### config.mk
export PLATFORM = sky130hd
export DESIGN_NAME = packet_burst_throttle_core
export DESIGN_NICKNAME = d
export VERILOG_FILES = /design/src/hw/rtl/pbt_pkg.sv /design/src/hw/rtl/pbt_ram.sv /design/src/hw/rtl/pbt_cmd_queue.sv /design/src/hw/rtl/pbt_front.sv /design/src/hw/rtl/pbt_back.sv /design/src/hw/rtl/packet_burst_throttle_core.sv
export VERILOG_INCLUDE_DIRS = /design/src /design/src/hw/rtl
export SDC_FILE = /design/constraint.sdc
export NUM_CORES = 1
export LEC_CHECK = 0
export CORE_MARGIN = 2
export CORE_UTILIZATION = 57
export CTS_CLUSTER_SIZE = 8
export DETAILED_ROUTE_END_ITERATION = 8
export DONT_BUFFER_PORTS = 1
export GPL_TIMING_DRIVEN = 1
export PLACE_DENSITY_LB_ADDON = 0.3
export SLEW_MARGIN = 20
export SYNTH_ARGS = -nofsm -noshare
export SYNTH_HDL_FRONTEND = slang
export SYNTH_SLANG_ARGS = --single-unit
### constraint.sdc
create_clock -name clk -period 4.8 [get_ports clk]
set_input_delay 0.48 -clock clk [delete_from_list [all_inputs] [get_ports clk]]
set_output_delay 0.48 -clock clk [all_outputs]
set_load 0.05 [all_outputs]
### src/hw/rtl/assert_macros.svh
// assertion helpers, sampled on the rising edge of clk, off while arst_n is low
`ifndef ASSERT_MACROS_SVH
`define ASSERT_MACROS_SVH

// property must never hold
`define ASSERT_NEVER(label, expr, msg) \
	label: assert property (@(posedge clk) disable iff (!arst_n) !(expr)) else $error(msg);

// antecedent implies consequent in the same cycle
`define ASSERT_IMPLY(label, ante, cons, msg) \
	label: assert property (@(posedge clk) disable iff (!arst_n) (ante) |-> (cons)) \
		else $error(msg);

`endif

### src/hw/rtl/pbt_pkg.sv
`timescale 1ns / 1ps

package pbt_pkg;

	// hold store geometry
	localparam int HOLD_DEPTH_DEF = 32;
	localparam int CNT_W          = 6;
	localparam int ENTRY_W        = 17;
	localparam int ELAPSED_W      = 17;
	localparam logic [ELAPSED_W-1:0] ELAPSED_MAX = 17'h1FFFF;

	// configuration port
	localparam int CFG_IDX_W  = 3;
	localparam int CFG_DATA_W = 16;

	typedef enum logic [CFG_IDX_W-1:0] {
		CFG_CHANCE    = 3'd0,
		CFG_TIMEFRAME = 3'd1,
		CFG_HOLD_IN   = 3'd2,
		CFG_HOLD_OUT  = 3'd3,
		CFG_DROP      = 3'd4
	} cfg_reg_t;

	typedef enum logic [1:0] {
		OP_PACKET = 2'd0,
		OP_TICK   = 2'd1,
		OP_FLUSH  = 2'd2,
		OP_NONE   = 2'd3
	} opcode_t;

	typedef struct packed {
		opcode_t     opcode;
		logic [15:0] packet_id;
		logic        outbound;
		logic [9:0]  chance_roll;
	} in_item_t;

	typedef struct packed {
		logic [15:0] out_packet_id;
		logic        out_outbound;
		logic        from_hold;
		logic        last;
	} out_item_t;

	// work handed from front to back
	typedef struct packed {
		logic             has_pass;
		logic [15:0]      id;
		logic             dir;
		logic [CNT_W-1:0] rel_cnt;
	} cmd_t;

endpackage

### src/hw/rtl/pbt_ram.sv
`timescale 1ns / 1ps

module pbt_ram #(
	parameter int WIDTH = 8,
	parameter int DEPTH = 32,
	parameter int AW    = (DEPTH > 1) ? $clog2(DEPTH) : 1
) (
	input  logic             clk,
	input  logic             wr_en,
	input  logic [AW-1:0]    wr_addr,
	input  logic [WIDTH-1:0] wr_data,
	input  logic             rd_en,
	input  logic [AW-1:0]    rd_addr,
	output logic [WIDTH-1:0] rd_data
);

	logic [WIDTH-1:0] mem_q [DEPTH];

	// one write port, one registered read port
	always_ff @(posedge clk) begin
		if (wr_en) begin
			mem_q[wr_addr] <= wr_data;
		end
		if (rd_en) begin
			rd_data <= mem_q[rd_addr];
		end
	end

endmodule

### src/hw/rtl/pbt_cmd_queue.sv
`timescale 1ns / 1ps

module pbt_cmd_queue (
	input  logic          clk,
	input  logic          arst_n,
	input  logic          push,
	input  pbt_pkg::cmd_t push_data,
	output logic          full,
	input  logic          pop,
	output pbt_pkg::cmd_t pop_data,
	output logic          empty
);
	import pbt_pkg::*;

	cmd_t       slot_q [2];
	logic       wr_ptr_q;
	logic       rd_ptr_q;
	logic [1:0] fill_q;

	assign full     = (fill_q == 2'd2);
	assign empty    = (fill_q == 2'd0);
	assign pop_data = slot_q[rd_ptr_q];

	// pointers and fill level
	always_ff @(posedge clk or negedge arst_n) begin
		if (!arst_n) begin
			wr_ptr_q <= 1'b0;
			rd_ptr_q <= 1'b0;
			fill_q   <= 2'd0;
		end else begin
			if (push) begin
				wr_ptr_q <= ~wr_ptr_q;
			end
			if (pop) begin
				rd_ptr_q <= ~rd_ptr_q;
			end
			if (push && !pop) begin
				fill_q <= fill_q + 2'd1;
			end else if (pop && !push) begin
				fill_q <= fill_q - 2'd1;
			end
		end
	end

	// entry storage
	always_ff @(posedge clk) begin
		if (push) begin
			slot_q[wr_ptr_q] <= push_data;
		end
	end

endmodule

### src/hw/rtl/pbt_front.sv
`timescale 1ns / 1ps

module pbt_front #(
	parameter int HOLD_DEPTH = pbt_pkg::HOLD_DEPTH_DEF,
	parameter int AW         = (HOLD_DEPTH > 1) ? $clog2(HOLD_DEPTH) : 1
) (
	input  logic                                clk,
	input  logic                                arst_n,
	// item channel
	input  logic                                item_valid,
	output logic                                item_stall,
	input  pbt_pkg::in_item_t                   item,
	// configuration writes
	input  logic                                cfg_valid,
	output logic                                cfg_ready,
	input  logic [pbt_pkg::CFG_IDX_W-1:0]       cfg_index,
	input  logic [pbt_pkg::CFG_DATA_W-1:0]      cfg_data,
	// hold store write port
	output logic                                mem_wr_en,
	output logic [AW-1:0]                       mem_wr_addr,
	output logic [pbt_pkg::ENTRY_W-1:0]         mem_wr_data,
	// command queue
	output logic                                q_push,
	output pbt_pkg::cmd_t                       q_data,
	input  logic                                q_full,
	input  logic                                drain_done
);
	import pbt_pkg::*;

	localparam int CW = $clog2(HOLD_DEPTH + 1);
	localparam logic [CW-1:0] DEPTH_C = CW'(HOLD_DEPTH);

	// configuration registers
	logic [9:0]  chance_q;
	logic [15:0] timeframe_q;
	logic        hold_in_q;
	logic        hold_out_q;
	logic        drop_q;

	// window state
	logic                 active_q;
	logic [ELAPSED_W-1:0] elapsed_q;
	logic [CW-1:0]        count_q;
	logic                 pending_q;

	logic                 accept;
	logic                 active_d;
	logic [ELAPSED_W-1:0] elapsed_d;
	logic [CW-1:0]        count_d;
	logic [CW-1:0]        rel;
	logic                 has_pass;
	logic                 close;
	logic                 enabled;

	assign cfg_ready  = 1'b1;
	// no new item while a release still reads the store
	assign item_stall = q_full || pending_q;
	assign accept     = item_valid && !item_stall;

	// classify the item and work out the next window state
	always_comb begin
		active_d  = active_q;
		elapsed_d = elapsed_q;
		count_d   = count_q;
		has_pass  = 1'b0;
		close     = 1'b0;
		enabled   = item.outbound ? hold_out_q : hold_in_q;
		mem_wr_en = 1'b0;
		rel       = '0;
		case (item.opcode) inside
			OP_PACKET, OP_TICK: begin
				if (active_q) begin
					if (item.opcode == OP_TICK && elapsed_q != ELAPSED_MAX) begin
						elapsed_d = elapsed_q + ELAPSED_W'(1);
					end
				end else if (item.chance_roll < chance_q) begin
					active_d  = 1'b1;
					elapsed_d = '0;
				end
				if (item.opcode == OP_PACKET) begin
					if (active_d && enabled && count_q < DEPTH_C) begin
						mem_wr_en = accept;
						count_d   = count_q + CW'(1);
					end else begin
						has_pass = 1'b1;
					end
				end
				if (active_d && (count_d >= DEPTH_C ||
						elapsed_d > {{(ELAPSED_W-16){1'b0}}, timeframe_q})) begin
					close = 1'b1;
				end
			end
			OP_FLUSH: begin
				close = 1'b1;
			end
			default: begin
			end
		endcase
		if (close) begin
			rel      = drop_q ? '0 : count_d;
			count_d  = '0;
			active_d = 1'b0;
		end
	end

	assign mem_wr_addr      = count_q[AW-1:0];
	assign mem_wr_data      = {item.outbound, item.packet_id};
	assign q_push           = accept && (has_pass || rel != '0);
	assign q_data.has_pass  = has_pass;
	assign q_data.id        = item.packet_id;
	assign q_data.dir       = item.outbound;
	assign q_data.rel_cnt   = CNT_W'(rel);

	// window state update
	always_ff @(posedge clk or negedge arst_n) begin
		if (!arst_n) begin
			active_q  <= 1'b0;
			elapsed_q <= '0;
			count_q   <= '0;
			pending_q <= 1'b0;
		end else begin
			if (accept) begin
				active_q  <= active_d;
				elapsed_q <= elapsed_d;
				count_q   <= count_d;
			end
			if (accept && rel != '0) begin
				pending_q <= 1'b1;
			end else if (drain_done) begin
				pending_q <= 1'b0;
			end
		end
	end

	// configuration register writes
	always_ff @(posedge clk or negedge arst_n) begin
		if (!arst_n) begin
			chance_q    <= 10'd1000;
			timeframe_q <= 16'd200;
			hold_in_q   <= 1'b1;
			hold_out_q  <= 1'b1;
			drop_q      <= 1'b0;
		end else if (cfg_valid && cfg_ready) begin
			unique case (cfg_index)
				CFG_CHANCE:    chance_q    <= cfg_data[9:0];
				CFG_TIMEFRAME: timeframe_q <= cfg_data;
				CFG_HOLD_IN:   hold_in_q   <= cfg_data[0];
				CFG_HOLD_OUT:  hold_out_q  <= cfg_data[0];
				CFG_DROP:      drop_q      <= cfg_data[0];
				default: begin
				end
			endcase
		end
	end

endmodule

### src/hw/rtl/pbt_back.sv
`timescale 1ns / 1ps

module pbt_back #(
	parameter int HOLD_DEPTH = pbt_pkg::HOLD_DEPTH_DEF,
	parameter int AW         = (HOLD_DEPTH > 1) ? $clog2(HOLD_DEPTH) : 1
) (
	input  logic                        clk,
	input  logic                        arst_n,
	// command queue
	input  logic                        q_empty,
	input  pbt_pkg::cmd_t               q_data,
	output logic                        q_pop,
	// hold store read port
	output logic                        mem_rd_en,
	output logic [AW-1:0]               mem_rd_addr,
	input  logic [pbt_pkg::ENTRY_W-1:0] mem_rd_data,
	// result channel
	output logic                        result_valid,
	input  logic                        result_stall,
	output pbt_pkg::out_item_t          result,
	output logic                        drain_done
);
	import pbt_pkg::*;

	typedef enum logic [3:0] {
		B_IDLE = 4'b0001,
		B_PASS = 4'b0010,
		B_READ = 4'b0100,
		B_LOAD = 4'b1000
	} back_state_t;

	back_state_t      state_q;
	back_state_t      state_d;
	logic [CNT_W-1:0] cnt_q;
	logic [AW-1:0]    ptr_q;
	logic [15:0]      pass_id_q;
	logic             pass_dir_q;
	logic             out_valid_q;
	out_item_t        out_q;

	logic out_free;
	logic load_pass;
	logic load_hold;
	logic cnt_zero;
	logic cnt_one;

	assign out_free  = !out_valid_q || !result_stall;
	assign cnt_zero  = (cnt_q == '0);
	assign cnt_one   = (cnt_q == CNT_W'(1));
	assign load_pass = (state_q == B_PASS) && out_free;
	assign load_hold = (state_q == B_LOAD) && out_free;
	// take the next command as soon as the current one has loaded its final beat
	assign q_pop = !q_empty && ((state_q == B_IDLE) || (load_pass && cnt_zero) ||
		(load_hold && cnt_one));
	assign drain_done  = load_hold && cnt_one;
	assign mem_rd_en   = (state_q == B_READ);
	assign mem_rd_addr = ptr_q;

	assign result_valid = out_valid_q;
	assign result       = out_q;

	// sequencer next state
	always_comb begin
		state_d = state_q;
		unique case (state_q)
			B_IDLE: begin
			end
			B_PASS: begin
				if (load_pass) begin
					state_d = cnt_zero ? B_IDLE : B_READ;
				end
			end
			B_READ: begin
				state_d = B_LOAD;
			end
			B_LOAD: begin
				if (load_hold) begin
					state_d = cnt_one ? B_IDLE : B_READ;
				end
			end
			default: begin
				state_d = B_IDLE;
			end
		endcase
		if (q_pop) begin
			state_d = q_data.has_pass ? B_PASS : B_READ;
		end
	end

	// control registers
	always_ff @(posedge clk or negedge arst_n) begin
		if (!arst_n) begin
			state_q     <= B_IDLE;
			cnt_q       <= '0;
			ptr_q       <= '0;
			out_valid_q <= 1'b0;
		end else begin
			state_q <= state_d;
			if (q_pop) begin
				cnt_q <= q_data.rel_cnt;
				ptr_q <= '0;
			end else if (load_hold) begin
				cnt_q <= cnt_q - CNT_W'(1);
				ptr_q <= ptr_q + AW'(1);
			end
			if (load_pass || load_hold) begin
				out_valid_q <= 1'b1;
			end else if (!result_stall) begin
				out_valid_q <= 1'b0;
			end
		end
	end

	// payload registers
	always_ff @(posedge clk) begin
		if (q_pop) begin
			pass_id_q  <= q_data.id;
			pass_dir_q <= q_data.dir;
		end
		if (load_pass) begin
			out_q.out_packet_id <= pass_id_q;
			out_q.out_outbound  <= pass_dir_q;
			out_q.from_hold     <= 1'b0;
			out_q.last          <= cnt_zero;
		end else if (load_hold) begin
			out_q.out_packet_id <= mem_rd_data[15:0];
			out_q.out_outbound  <= mem_rd_data[16];
			out_q.from_hold     <= 1'b1;
			out_q.last          <= cnt_one;
		end
	end

endmodule

### src/hw/rtl/packet_burst_throttle_core.sv
// a passing packet goes via the 2-entry command queue, back PASS state and output register
// throughput: one item per cycle while no release is under way and result_stall stays low
// a window close that releases N held packets emits each through a store read then an output
// load; items stall from that close until the last held packet is loaded
// reset: arst_n low clears window, counters, queue and output valid; the hold store is not cleared
`timescale 1ns / 1ps
`include "assert_macros.svh"

module packet_burst_throttle_core #(
	parameter int HOLD_DEPTH = pbt_pkg::HOLD_DEPTH_DEF
) (
	input  logic                           clk,
	input  logic                           arst_n,
	input  logic                           item_valid,
	output logic                           item_stall,
	input  pbt_pkg::in_item_t              item,
	output logic                           result_valid,
	input  logic                           result_stall,
	output pbt_pkg::out_item_t             result,
	input  logic                           cfg_valid,
	output logic                           cfg_ready,
	input  logic [pbt_pkg::CFG_IDX_W-1:0]  cfg_index,
	input  logic [pbt_pkg::CFG_DATA_W-1:0] cfg_data
);
	import pbt_pkg::*;

	localparam int AW = (HOLD_DEPTH > 1) ? $clog2(HOLD_DEPTH) : 1;

	logic               mem_wr_en;
	logic [AW-1:0]      mem_wr_addr;
	logic [ENTRY_W-1:0] mem_wr_data;
	logic               mem_rd_en;
	logic [AW-1:0]      mem_rd_addr;
	logic [ENTRY_W-1:0] mem_rd_data;
	logic               q_push;
	logic               q_full;
	logic               q_pop;
	logic               q_empty;
	cmd_t               q_push_data;
	cmd_t               q_pop_data;
	logic               drain_done;

	// front: accept, classify, window bookkeeping
	pbt_front #(
		.HOLD_DEPTH(HOLD_DEPTH),
		.AW(AW)
	) u_front (
		.clk(clk),
		.arst_n(arst_n),
		.item_valid(item_valid),
		.item_stall(item_stall),
		.item(item),
		.cfg_valid(cfg_valid),
		.cfg_ready(cfg_ready),
		.cfg_index(cfg_index),
		.cfg_data(cfg_data),
		.mem_wr_en(mem_wr_en),
		.mem_wr_addr(mem_wr_addr),
		.mem_wr_data(mem_wr_data),
		.q_push(q_push),
		.q_data(q_push_data),
		.q_full(q_full),
		.drain_done(drain_done)
	);

	// command queue between front and back
	pbt_cmd_queue u_queue (
		.clk(clk),
		.arst_n(arst_n),
		.push(q_push),
		.push_data(q_push_data),
		.full(q_full),
		.pop(q_pop),
		.pop_data(q_pop_data),
		.empty(q_empty)
	);

	// hold store
	pbt_ram #(
		.WIDTH(ENTRY_W),
		.DEPTH(HOLD_DEPTH),
		.AW(AW)
	) u_hold_ram (
		.clk(clk),
		.wr_en(mem_wr_en),
		.wr_addr(mem_wr_addr),
		.wr_data(mem_wr_data),
		.rd_en(mem_rd_en),
		.rd_addr(mem_rd_addr),
		.rd_data(mem_rd_data)
	);

	// back: emits pass beats and releases held packets
	pbt_back #(
		.HOLD_DEPTH(HOLD_DEPTH),
		.AW(AW)
	) u_back (
		.clk(clk),
		.arst_n(arst_n),
		.q_empty(q_empty),
		.q_data(q_pop_data),
		.q_pop(q_pop),
		.mem_rd_en(mem_rd_en),
		.mem_rd_addr(mem_rd_addr),
		.mem_rd_data(mem_rd_data),
		.result_valid(result_valid),
		.result_stall(result_stall),
		.result(result),
		.drain_done(drain_done)
	);

	// checks
	`ASSERT_NEVER(a_no_push_full, q_push && q_full, "command pushed into full queue")
	`ASSERT_NEVER(a_no_push_drain, q_push && drain_done, "item taken while release active")
	`ASSERT_IMPLY(a_pop_has_work, q_pop, q_pop_data.has_pass || q_pop_data.rel_cnt != '0,
		"queued command carries no beat")

endmodule
==> results by group <==
Clock network
  – H-tree depth: 3
  – Cts bufs inserted: 99
  – CTS tree: built
  – Root Driver: clkbuf_16
  – Worst skew pair latency: 0.63 ns
  – Max Buffers Root-to-Sink: 3
  – Clock tree sinks: 719
  – Clock-pin transition on the worst setup and hold timing paths: 0.05 ns

STA
  – Worst-Margin Slew: 1.044 ns
  – Setup TNS: 0 ns
  – Final Hold Slack: 0.03869 ns
  – Setup ws final: 0.1859 ns
  – Final Max Slew Viols: 0
  – Slew margin rel.: 30.39%
  – Final Cycle Share: 96.13%
  – RSZ-0062 raised after global routing: yes
  – Period minus WS final: 4.614 ns
  – Clock Skews: 0.02571 ns
  – Fin. Hold Viols: 0
  – Achievable Freq: 216.7 MHz
  – Setup-failing EPs final: 0

Placed design
  – Post-DP Area: 0.03007 mm2
  – Placer Congestion: 0.8690
  – Dpl cells: 2,165
  – Post-Place Worst Slack: -0.1840 ns
  – Port bufs: 0
  – Hpwl dp: 34,920 um

Synth
  – Mapped Area: 0.02885 mm2
  – Net Count, Synth: 1,582
  – YS warnings: 0
  – EDFF count, synth: 644
  – Post-synth ARST share: 10.29%
  – Post-Syn Instances: 1,494
  – Mean Syn Cell Area: 19.31 um2
  – Synthesis-stage register bit count: 719
  – Sequential share of the synthesized area: 73.56%
  – Top FF cell, synth: edfxtp_1
  – Netlist cell types: 65

Floorplanning
  – Die area: 0.05244 mm2
  – Die Wd: 229.0 um
  – # rows: 82
  – Chip Height: 229.0 um
  – Starting Density: 57.63%
  – # IOs: 75
  – Core area: 0.05007 mm2

Drt
  – Initial DRC count: 1,603
  – Routed wl met2: 32,540 um
  – M1 WL: 25,880 um
  – Post-route ant nets: 0
  – Highest Signal Layer: met5
  – Met3 Wirelength: 5024 um
  – Initial DRT Pass Iterations: 5
  – Routed WL: 65,060 um
  – Via count: 14,910
  – Via/cell ratio: 6.354
  – DR DRC count: 0
  – WL/cell: 27.72 um

GRT
  – Overall Global Routing Usage: 25.33%
  – Vias in the first global route: 15,400
  – Initial antenna violation count: 2
  – GRT overflow: 0
  – First-pass GRT wire length: 97,170 um
  – Largest net degree at the start of global routing: 75

Cells and area
  – Fin util: 66.63%
  – Layout cells sized above 1: 29.91%
  – Final layout net count: 1,722
  – Most frequent cells in the layout: 644 x edfxtp_1, 170 x mux4_2, 99 x clkbuf_16
  – Commonest non-fill, non-tap cell in the layout: edfxtp_1
  – N_diodes: 0
  – Area growth, synth to finish: 15.62%
  – Final Instance Area: 0.03336 mm2
  – Non-Filler Instances: 2,347

Min path
  – Worst Hold Depth: 2
  – Min-Delay Endpoint: u_front.count_q[5]
  – Min-delay src: item[28]
  – Hold/Removal Path Class: in2reg

Critical path
  – Crit-path max FO: 4
  – RR Startpoint: u_front.elapsed_q[1]
  – CP Data Arrival Time: 5.15 ns
  – Element type at the critical path start: register
  – Reg2reg end: u_queue.fill_q[1]
  – CP required: 5.34 ns
  – Critical Path Sink Type: register
  – Worst r2r path cells: 23
  – Reg-to-reg slack, setup: 0.19 ns
  – Critical path class: reg2reg

Flow run
  – Max_cap viols: 0

Pwr
  – P per Cell Area: 472.2 mW/mm2
  – Maximum vdd drop: 282.2 uV
  – Leakage: 10.90 nW
  – Final Power: 15.75 mW

Status
  – Status: finished, final reports clean
## flip-flops by register name, indices dropped and copies added (netlist names)
name                 cells
u_front.hold_in_q        1
u_front.chance_q        10
u_front.elapsed_q       17
u_hold_ram.mem_q       544
u_back.result_valid      1
u_back.state_q           4
u_back.pass_id_q        16
u_front.timeframe_q     16
u_front.active_q         1
u_queue.rd_ptr_q         1
u_back.result           19
u_queue.wr_ptr_q         1
u_front.drop_q           1
u_back.pass_dir_q        1
u_back.mem_rd_addr       5
u_back.cnt_q             6
u_front.pending_q        1
u_hold_ram.rd_data      17
u_queue.fill_q           2
u_front.hold_out_q       1
u_queue.slot_q          48
u_front.count_q          6
## critical path, cell delays in order (launching register included)
cell	delay, ns
dfrtp_1	0.38
ha_2	0.21
nand4_1	0.09
nor3_1	0.06
ha_2	0.19
nor4bb_4	0.38
and3_4	0.26
nand3_1	0.09
nor2_2	0.19
nand4_1	0.20
nand3_1	0.14
o21ai_1	0.12
ha_1	0.33
nand2_1	0.08
nor2_2	0.23
nand4_1	0.14
o22ai_1	0.25
o211ai_2	0.15
a221oi_2	0.29
a211oi_2	0.09
ha_2	0.20
xor2_1	0.14
nor2_1	0.15
xor2_1	0.15
## power by group
group | leakage (nW) | switching [mW] | internal, mW
logic | 2.87 | 1.11 | 0.942
clock network | 1.30 | 2.45 | 3.72
registers | 6.73 | 0.311 | 7.21
total | 10.9 | 3.87 | 11.9
## metal layers
| layer | vias to the layer above | GRT usage, % |
|---|---|---|
| met2 | 712 | 41.27 |
| met5 | - | 0 |
| li1 | 6267 | - |
| met3 | 122 | 5.105 |
| met4 | 2 | 8.685 |
| met1 | 7810 | 34.68 |
## kinds of logic (layout without fill, tap and decap cells)
kind of cell             count (synthesis)  after routing  share of synthesized area (%)
AO/OA/AOI/OAI                          128            128                          2.992
adder cells (fa/ha/maj)                 35             35                          1.518
XOR/XNOR                                28             28                         0.8499
buffers and inverters                  102            283                          1.431
flip-flops                             719            719                          73.56
multiplexers                           234            234                          15.71
other                                    1              1                        0.01300
AND/OR/NAND/NOR                        247            247                          3.920
## synthesized netlist by cell type, types with 19 or more instances
cell type	count	area, um2
edfxtp_1	644	19340
mux4_2	170	3829
nor2_1	97	364.1
nand2_1	73	274.0
dfrtp_1	62	1551
mux2_2	52	585.6
o21ai_0	42	210.2
clkbuf_1	38	142.6
ha_1	35	437.9
inv_1	32	120.1
a21oi_1	25	125.1
buf_2	21	105.1
nand3_1	21	105.1
a22o_1	19	166.4
## repair_timing
action                     in CTS  in global routing
gates resized for setup         3                 28
setup endpoints to repair      65                 65
hold endpoints to repair      681                  0
pin swaps                       0                 17
buffers inserted                0                  5
hold buffers                   35                  0
## area by class of cell
class	count	area, um2
Sequential cell	719	21240
Fill cell	3201	16710
Multi-Input combinational cell	673	7406
Clock buffer	137	2620
Timing Repair Buffer	108	1062
Tap cell	672	840.8
Inverter	33	123.9
Clock inverter	5	72.57
## how the worst max path moves through the flow
stage                               startpoint                    to  cells past startpoint
after detailed placement  u_front.elapsed_q[0]     u_queue.fill_q[1]                     22
after global placement    u_front.elapsed_q[0]     u_queue.fill_q[1]                     20
after global routing      u_front.elapsed_q[1]     u_queue.fill_q[1]                     23
after floorplan            u_front.chance_q[3]  u_queue.slot_q[0][0]                     19
final                     u_front.elapsed_q[1]     u_queue.fill_q[1]                     23
after CTS                 u_front.elapsed_q[0]     u_queue.fill_q[1]                     22
Power figures use the tool's default switching activity.
